## src/gbi_pkg.sv

```systemverilog
// Package for the gate backward implication core: widths, codes, command and
// status structs shared by the controller and datapath. No dependencies.
`default_nettype none

package gbi_pkg;

   localparam int NET_COUNT = 4096;
   localparam int NET_W     = 12;
   localparam int TAG_W     = 18;
   localparam int CSR_IDX_W = 1;

   localparam logic [1:0] VAL_X = 2'd2;

   localparam logic [1:0] FUNC_LOAD   = 2'd0;
   localparam logic [1:0] FUNC_ASSIGN = 2'd1;
   localparam logic [1:0] FUNC_GATE   = 2'd2;

   localparam logic [1:0] KIND_PUSH    = 2'd0;
   localparam logic [1:0] KIND_JUSTIFY = 2'd1;
   localparam logic [1:0] KIND_UNSUP   = 2'd2;

   localparam logic [CSR_IDX_W-1:0] CSR_TAG_BASE = 1'd0;
   localparam logic [CSR_IDX_W-1:0] CSR_JUSTIFY  = 1'd1;

   localparam logic [3:0] GT_INPUT  = 4'd0;
   localparam logic [3:0] GT_BUF    = 4'd1;
   localparam logic [3:0] GT_BRANCH = 4'd2;
   localparam logic [3:0] GT_INV    = 4'd3;
   localparam logic [3:0] GT_AND    = 4'd4;
   localparam logic [3:0] GT_NAND   = 4'd5;
   localparam logic [3:0] GT_OR     = 4'd6;
   localparam logic [3:0] GT_NOR    = 4'd7;
   localparam logic [3:0] GT_XOR    = 4'd8;
   localparam logic [3:0] GT_XNOR   = 4'd9;

   typedef enum logic [2:0] {
      GC_NONE, GC_COPY, GC_ANDOR, GC_XOR, GC_UNSUP
   } gclass_type;

   typedef enum logic [2:0] {
      RS_TARGET, RS_FANIN, RS_NCAND, RS_FCAND, RS_PUSH
   } rd_sel_type;

   typedef enum logic [3:0] {
      OP_NONE, OP_CLEAR, OP_CAPTURE, OP_LOAD, OP_ASSIGN, OP_LATCH, OP_FIN,
      OP_NCAND, OP_FCAND, OP_EPI, OP_END, OP_NEXT
   } op_type;

   typedef struct packed {
      op_type     op;
      rd_sel_type rd_sel;
   } cmd_type;

   typedef struct packed {
      logic [1:0] func;
      logic       first;
      logic       any_known;
      gclass_type gclass;
      logic       last;
      logic       clr_last;
      logic       push_none;
      logic       out_last;
   } status_type;

   function automatic gclass_type gate_class(input logic [3:0] gt);
      gclass_type gc;
      case (gt)
         GT_INPUT:                  gc = GC_NONE;
         GT_BUF, GT_BRANCH, GT_INV: gc = GC_COPY;
         GT_AND, GT_NAND, GT_OR, GT_NOR: gc = GC_ANDOR;
         GT_XOR, GT_XNOR:           gc = GC_XOR;
         default:                   gc = GC_UNSUP;
      endcase
      return gc;
   endfunction

endpackage

`default_nettype wire

```

## src/gbi_ctrl.sv

```systemverilog
// Controller state machine for the gate backward implication core.
// Depends on gbi_pkg.
`default_nettype none

module gbi_ctrl (
   input  wire logic               clock,
   input  wire logic               reset,
   input  wire logic               req_valid,
   output logic                    req_stall,
   output logic                    rsp_valid,
   input  wire logic               rsp_stall,
   input  wire gbi_pkg::status_type sts,
   output gbi_pkg::cmd_type        cmd
);

   typedef enum logic [3:0] {
      S_CLEAR, S_IDLE, S_DISPATCH, S_RD_TGT, S_TGT, S_CHECK, S_RD_FIN, S_FIN,
      S_RD_NC, S_NC, S_RD_FC, S_FC, S_EPI, S_END, S_RD_OUT, S_OUT
   } state_type;

   state_type state_ff, state_in;

   always_ff @(posedge clock) begin
      if (reset) begin
         state_ff <= S_CLEAR;
      end else begin
         state_ff <= state_in;
      end
   end

   assign req_stall = (state_ff != S_IDLE);
   assign rsp_valid = (state_ff == S_OUT);

   always_comb begin
      state_in   = state_ff;
      cmd.op     = gbi_pkg::OP_NONE;
      cmd.rd_sel = gbi_pkg::RS_PUSH;
      unique case (state_ff)
         S_CLEAR: begin
            cmd.op = gbi_pkg::OP_CLEAR;
            if (sts.clr_last) state_in = S_IDLE;
         end
         S_IDLE: begin
            if (req_valid) begin
               cmd.op   = gbi_pkg::OP_CAPTURE;
               state_in = S_DISPATCH;
            end
         end
         S_DISPATCH: begin
            priority if (sts.func == gbi_pkg::FUNC_LOAD) begin
               cmd.op   = gbi_pkg::OP_LOAD;
               state_in = S_IDLE;
            end else if (sts.func == gbi_pkg::FUNC_ASSIGN) begin
               cmd.op   = gbi_pkg::OP_ASSIGN;
               state_in = S_IDLE;
            end else if (sts.func == gbi_pkg::FUNC_GATE) begin
               state_in = sts.first ? S_RD_TGT : S_CHECK;
            end else begin
               state_in = S_IDLE;
            end
         end
         S_RD_TGT: begin
            cmd.rd_sel = gbi_pkg::RS_TARGET;
            state_in   = S_TGT;
         end
         S_TGT: begin
            cmd.op   = gbi_pkg::OP_LATCH;
            state_in = S_CHECK;
         end
         S_CHECK: begin
            if (!sts.any_known) begin
               state_in = S_END;
            end else begin
               unique case (sts.gclass)
                  gbi_pkg::GC_COPY:  state_in = sts.first ? S_RD_FIN : S_END;
                  gbi_pkg::GC_ANDOR: state_in = S_RD_FIN;
                  gbi_pkg::GC_XOR:   state_in = S_RD_FIN;
                  gbi_pkg::GC_UNSUP: state_in = sts.last ? S_EPI : S_END;
                  default:           state_in = S_END;
               endcase
            end
         end
         S_RD_FIN: begin
            cmd.rd_sel = gbi_pkg::RS_FANIN;
            state_in   = S_FIN;
         end
         S_FIN: begin
            cmd.op = gbi_pkg::OP_FIN;
            if (sts.gclass == gbi_pkg::GC_ANDOR && sts.last) state_in = S_RD_NC;
            else state_in = S_END;
         end
         S_RD_NC: begin
            cmd.rd_sel = gbi_pkg::RS_NCAND;
            state_in   = S_NC;
         end
         S_NC: begin
            cmd.op   = gbi_pkg::OP_NCAND;
            state_in = S_RD_FC;
         end
         S_RD_FC: begin
            cmd.rd_sel = gbi_pkg::RS_FCAND;
            state_in   = S_FC;
         end
         S_FC: begin
            cmd.op   = gbi_pkg::OP_FCAND;
            state_in = S_EPI;
         end
         S_EPI: begin
            cmd.op   = gbi_pkg::OP_EPI;
            state_in = S_END;
         end
         S_END: begin
            cmd.op   = gbi_pkg::OP_END;
            state_in = sts.push_none ? S_IDLE : S_RD_OUT;
         end
         S_RD_OUT: begin
            state_in = S_OUT;
         end
         S_OUT: begin
            if (!rsp_stall) begin
               cmd.op   = gbi_pkg::OP_NEXT;
               state_in = sts.out_last ? S_IDLE : S_RD_OUT;
            end
         end
         default: state_in = S_IDLE;
      endcase
   end

endmodule

`default_nettype wire

```

## config.mk

```make
export PLATFORM = sky130hd
export DESIGN_NAME = gbi_ctrl
export DESIGN_NICKNAME = d
export VERILOG_FILES = /design/src/gbi_pkg.sv /design/src/gbi_ctrl.sv
export SDC_FILE = /design/constraint.sdc
export NUM_CORES = 1
export LEC_CHECK = 0
export BUFFER_PORTS_ARGS = -buffer_cell sky130_fd_sc_hd__buf_2
export CAP_MARGIN = 15
export CORE_UTILIZATION = 48
export DETAILED_ROUTE_END_ITERATION = 16
export GPL_TIMING_DRIVEN = 1
export PLACE_DENSITY_LB_ADDON = 0.05
export SLEW_MARGIN = 10
export SYNTH_ARGS = -nofsm -noshare
export SYNTH_HDL_FRONTEND = slang
export SYNTH_SLANG_ARGS = --single-unit
```

## constraint.sdc

```tcl
create_clock -name clock -period 1.66 [get_ports clock]
set_input_delay 0.332 -clock clock [delete_from_list [all_inputs] [get_ports clock]]
set_output_delay 0.332 -clock clock [all_outputs]
set_load 0.1 [all_outputs]
```

## After elaboration in Yosys (flattened, before gate mapping)

Cells that the tools add are included.

- Add/subtract/negate cells: 0
- Multipliers: 0
- Div/mod/pow operators: 0
- Order comparisons: 0
- Eq/ne operators: 25
- Shift operators: 0
- Muxes and demuxes: 21
- Bitwise operators: 0
- Reduce and logical (&&, ||, !) cells: 5

Operators with widths:

| cell | count |
|---|---|
| one-hot mux 4 bit (16 select lines) | 1 |
| one-hot mux 4 bit (10 select lines) | 1 |
| equality test 4 bit, second input constant | 8 |
| 2-to-1 mux 4 bit | 8 |
| 2-to-1 mux 3 bit | 7 |
| equality test 4 x 3 -> 1 bit, second input constant | 4 |
| one-hot mux 3 bit (4 select lines) | 1 |
| one-hot mux 4 bit (3 select lines) | 1 |
| equality test 4 x 2 -> 1 bit, second input constant | 2 |
| equality test 3 x 2 -> 1 bit, second input constant | 2 |
| != test 2 bit, second input constant | 3 |
| equality test 4 x 1 -> 1 bit, second input constant | 1 |
| logical NOT 4 bit | 1 |
| != test 4 x 1 -> 1 bit, second input constant | 1 |
| equality test 3 x 1 -> 1 bit, second input constant | 1 |
| equality test 3 bit, second input constant | 1 |
| AND reduction 3 bit | 1 |
| equality test 2 x 1 -> 1 bit, second input constant | 1 |
| equality test 2 bit, second input constant | 1 |
| logical NOT 2 bit | 1 |
| 2-to-1 mux 2 bit | 1 |
| OR reduction 2 bit | 1 |
| logical AND 1 bit | 1 |
| 2-to-1 mux 1 bit | 1 |

- Flip-flop bits (word level): 4
- Bits in latches: 0
- Bits in writable memories: 0
- Bits in read-only memories: 0
- Output and inout bits: 9
- Logic and storage cells: 52
- Memories: 0

## Logic depth before layout (Yosys ltp)

- Word-level depth: 5
- Gate-level depth with buffers: 6
- Depth with buffers taken out: 4

## Least setup slack after synthesis

No wires, ideal clock.

- Path type: reg-to-output
- Start: reg state_ff[2]
- End: out cmd[3] (netlist name)
- Arrival time: 2,425 ps
- Data required time: 1,328 ps
- Setup slack: -1,097 ps
- Stages on the path, launching flop included: 4
- Buffers on the path: 1
- Cells stage by stage: dfxtp_1 -> buf_6 -> or4_4 -> o211ai_1

RTL lines:

| item | line | text |
|---|---|---|
| from (decl) | gbi_ctrl.sv:21 | `state_type state_ff, state_in;` |
| from (signal assigned) | gbi_ctrl.sv:27 | `state_ff <= state_in;` |
| to (decl) | gbi_ctrl.sv:13 | `output gbi_pkg::cmd_type cmd` |

==> results.txt <==
The first-pass GRT wire length is 3.79 mm. The critical path goes through or4_4 > o211ai_1 > buf_12. From synthesis to final layout, the design area changed by 77.0%. Of the available clock period, the critical path in the final layout requires 114%. In this design, the stage delay of the slowest critical-path cell is 490 ps. The via count was 922.

The endpoint arrival time on the critical path was 1560 ps; the transition time of the tightest slew-check pin was 423 ps. The share of layout cells above drive strength 1 is 59.4%, and the number of DRC violations after detailed routing is 0. The tools report the effective utilization at floorplan as 51.9%.

The most used flip-flop cell after synthesis is sky130_fd_sc_hd__dfxtp_1. The aggregate global routing overflow is 0, and the total power divided by cell area is 469 mW/mm^2. Path type of the worst setup path: reg -> out.

For this run, the number of Yosys warnings is 0. The required time reported for the critical path endpoint came out at 1330 ps. For this run, the share of the core covered by cells in the final layout is 91.9%. The number of flops mapped to enable cells by yosys is 0. The count of antenna-violating nets left after detailed routing was 0. The floorplan step defined a die boundary enclosing 0.00156 sq mm. The port buffer count was 23; the horizontal die dimension was 39.5 um. The largest registers in the layout are state_ff x4. Clock latency on the worst-skew pair, taken at its later pin, is 240 ps. The flip-flop count of the largest register after layout came out at 4. The core region is 0.00130 sq mm. Setup violations remaining at the end of the flow were counted as 5. The clock sink count came out at 4. The number of antenna diodes in the final layout is 0. In the final routed layout, each cell accounts on average for 18.3 um. Entering global routing, the biggest net connects 17 pins.

The logs give 103 for the net count of the mapped netlist and 2 for the maximum count of clock buffers along a single path. The static leakage was 0.442 nW; the worst IR drop on VDD was 0.530 mV. The number of antenna violations at the first check in global routing was 0; the fraction of synthesis flops using an asynchronous set or reset pin was 0%.

The run finished, with violations left. The worst setup path is launched from a flop. Setup repair after global routing could not meet its margin everywhere. The root buffer cell chosen for the clock tree is sky130_fd_sc_hd__clkbuf_4. For this design, the CTS-stage hold fixing added 0 buffers. The achievable clock frequency came out at 528 MHz.

The highest fanout seen on the critical path came out at 2. The number of global-route vias before repair is 881, and the sequential cell area fraction in the yosys report is 11.9%. TritonCTS built the clock tree.

The classification of the worst-slack hold path is in -> reg. The number of hold violations in the final report is 0. The number of flip-flops and latches in the synthesized netlist is 4, and the vertical die dimension is 39.5 um.

In this run the core area contains 13 standard-cell rows. The number of vias per cell was 6.45. In this run the cell area of the synthesized design comes to 676 sq um.

The tools report the H-tree depth as 1. The slowest stage of the critical path belongs to the cell sky130_fd_sc_hd__or4_4. Headroom to the max-slew limit came out at 71.8%. Across the routed clock network, the largest skew measured is 1.32 ps.

Count of pins on the block boundary: 24. Summed over its instances, the top area cell type makes up 11.9% of the synthesized netlist area. The first TritonRoute pass finished after 4 iterations.

The cell accounting for the most synthesized area was sky130_fd_sc_hd__dfxtp_1. The max-capacitance violation count is 0. The DRC violation total after the first TritonRoute iteration is 34, and the overall fraction of global-route tracks in use is 36.8%. The clock transition time at the flip-flop clock pins of the worst setup and hold paths was 40 ps; the final weighted congestion in routability-driven placement was 0.830. Sorting the synthesized cells by area gives the leading types as sky130_fd_sc_hd__dfxtp_1 (12%), sky130_fd_sc_hd__a21oi_1 (7.4%), sky130_fd_sc_hd__buf_6 (6.7%). The largest register by flop count is state_ff. The smallest clock period supported by the final layout is computed as 1900 ps. After filler insertion, the fill cell instance count of the layout stands at 54. The detailed placer's ending HPWL came out at 1.56 mm.

Buffers inserted during clock tree synthesis total 3. The tools report the smallest setup slack after layout as -235 ps. The final layout contains routed wiring with a total length of 2.62 mm. The count of distinct cell types in the synthesized netlist was 41. Averaged over all synthesized cells, the footprint is 7.68 sq um.

The final reports fail on negative setup slack. The tools report the number of slew-limit violations in the final report as 0. After the last flow step, the layout net total stands at 145. Sort of element at the end of the critical path: an output port. The final hold slack is 333 ps, and the number of instances in the synthesized netlist is 88.
-- report_power, final --
part / internal [mW] / switching, mW / total (mW)
Clock: 0.0810 / 0.0420 / 0.123
Sequential: 0.101 / 0.00943 / 0.111
Combinational: 0.144 / 0.183 / 0.328
-- layout make-up --
class	count	area, sq um	share of cell area [%]
Multi-Input combinational cell	74	631	52.7
Timing Repair Buffer	44	423	35.4
Sequential cell	4	90.1	7.53
Clock buffer	3	22.5	1.88
Tap cell	15	18.8	1.57
Inverter	3	11.3	0.941
-- critical path: cells and delay by family, from the launching register on --
family / cells / cell delay, ps
AOI/OAI and AO/OA: 1 / 290
buffers and inverters: 1 / 220
DFF: 1 / 320
and+or+nand+nor: 1 / 490
-- cells in the mapped netlist, types with 2 or more instances --
cell / instances
sky130_fd_sc_hd__a21oi_1: 10
sky130_fd_sc_hd__buf_4: 2
sky130_fd_sc_hd__buf_6: 4
sky130_fd_sc_hd__dfxtp_1: 4
sky130_fd_sc_hd__inv_1: 2
sky130_fd_sc_hd__mux2i_1: 2
sky130_fd_sc_hd__nand2_1: 9
sky130_fd_sc_hd__nand2b_1: 3
sky130_fd_sc_hd__nand3_1: 3
sky130_fd_sc_hd__nand3b_1: 2
sky130_fd_sc_hd__nand4b_1: 2
sky130_fd_sc_hd__nor2_1: 6
sky130_fd_sc_hd__nor4b_1: 2
sky130_fd_sc_hd__o211ai_1: 3
sky130_fd_sc_hd__o21a_1: 2
sky130_fd_sc_hd__o22ai_1: 5
sky130_fd_sc_hd__or2b_1: 3
-- kinds of logic after synthesis --
family	count (synthesis)	synth area share, %
mux	2	2.96
flops	4	11.9
compound gates	32	37.6
simple gates	40	36.3
buf+inv	10	11.3
-- what timing repair did --
action                                 4_1_cts  5_1_grt
pin swaps                                    5        1
resized for setup                           10        6
setup endpoints to repair                    8        8
endpoints found under the hold margin        0        0
buffers inserted                             4        0
-- metrics by stage --
step | area (sq um) | power (mW) | worst slack [ps] | TNS, ps | cells
finish | 1200 | 0.561 | -235 | -533 | 143
global route | 1200 | 0.582 | -274 | -770 | 143
CTS | 1190 | 0.554 | -217 | -538 | 144
detailed placement | 1100 | 0.411 | -169 | -195 | 137
global placement | 1100 | 0.405 | -142 | -168 | 137
floorplan | 769 | 0.310 | -1030 | -1190 | 88
-- per-layer routing --
layer	track usage (%)	share of wire, %	wire length (um)
met3	5.68	4.8	125
met4	17.2	3.8	99
met2	71.7	53	1390
met5	0	0	0
met1	36.7	38	999
-- cell usage in the layout, fill, tap and decap left out, types with 2 or more instances in the layout --
cell type	count
sky130_fd_sc_hd__a21oi_1	8
sky130_fd_sc_hd__a21oi_4	2
sky130_fd_sc_hd__buf_12	9
sky130_fd_sc_hd__buf_2	14
sky130_fd_sc_hd__buf_4	17
sky130_fd_sc_hd__buf_6	4
sky130_fd_sc_hd__clkbuf_4	3
sky130_fd_sc_hd__dfxtp_2	2
sky130_fd_sc_hd__dfxtp_4	2
sky130_fd_sc_hd__inv_2	2
sky130_fd_sc_hd__nand2_1	7
sky130_fd_sc_hd__nand2_2	2
sky130_fd_sc_hd__nand2b_1	3
sky130_fd_sc_hd__nand3_1	2
sky130_fd_sc_hd__nand3b_1	2
sky130_fd_sc_hd__nand4b_1	2
sky130_fd_sc_hd__nor2_1	4
sky130_fd_sc_hd__nor2_4	2
sky130_fd_sc_hd__o211ai_1	3
sky130_fd_sc_hd__o21a_1	2
sky130_fd_sc_hd__o22ai_1	4
sky130_fd_sc_hd__or2b_1	3
-- path summary, 6_finish.rpt --
check / from / end / slack (ps) / cells after the start
worst max register to register: state_ff[1] / state_ff[2] / 80 / 7
worst max-delay path: state_ff[3] / cmd[3] / -240 / 3
worst min register to register: state_ff[2] / state_ff[3] / 680 / 2
worst min-delay path: reset / state_ff[2] / 330 / 2
Power figures use the tool's default switching activity.
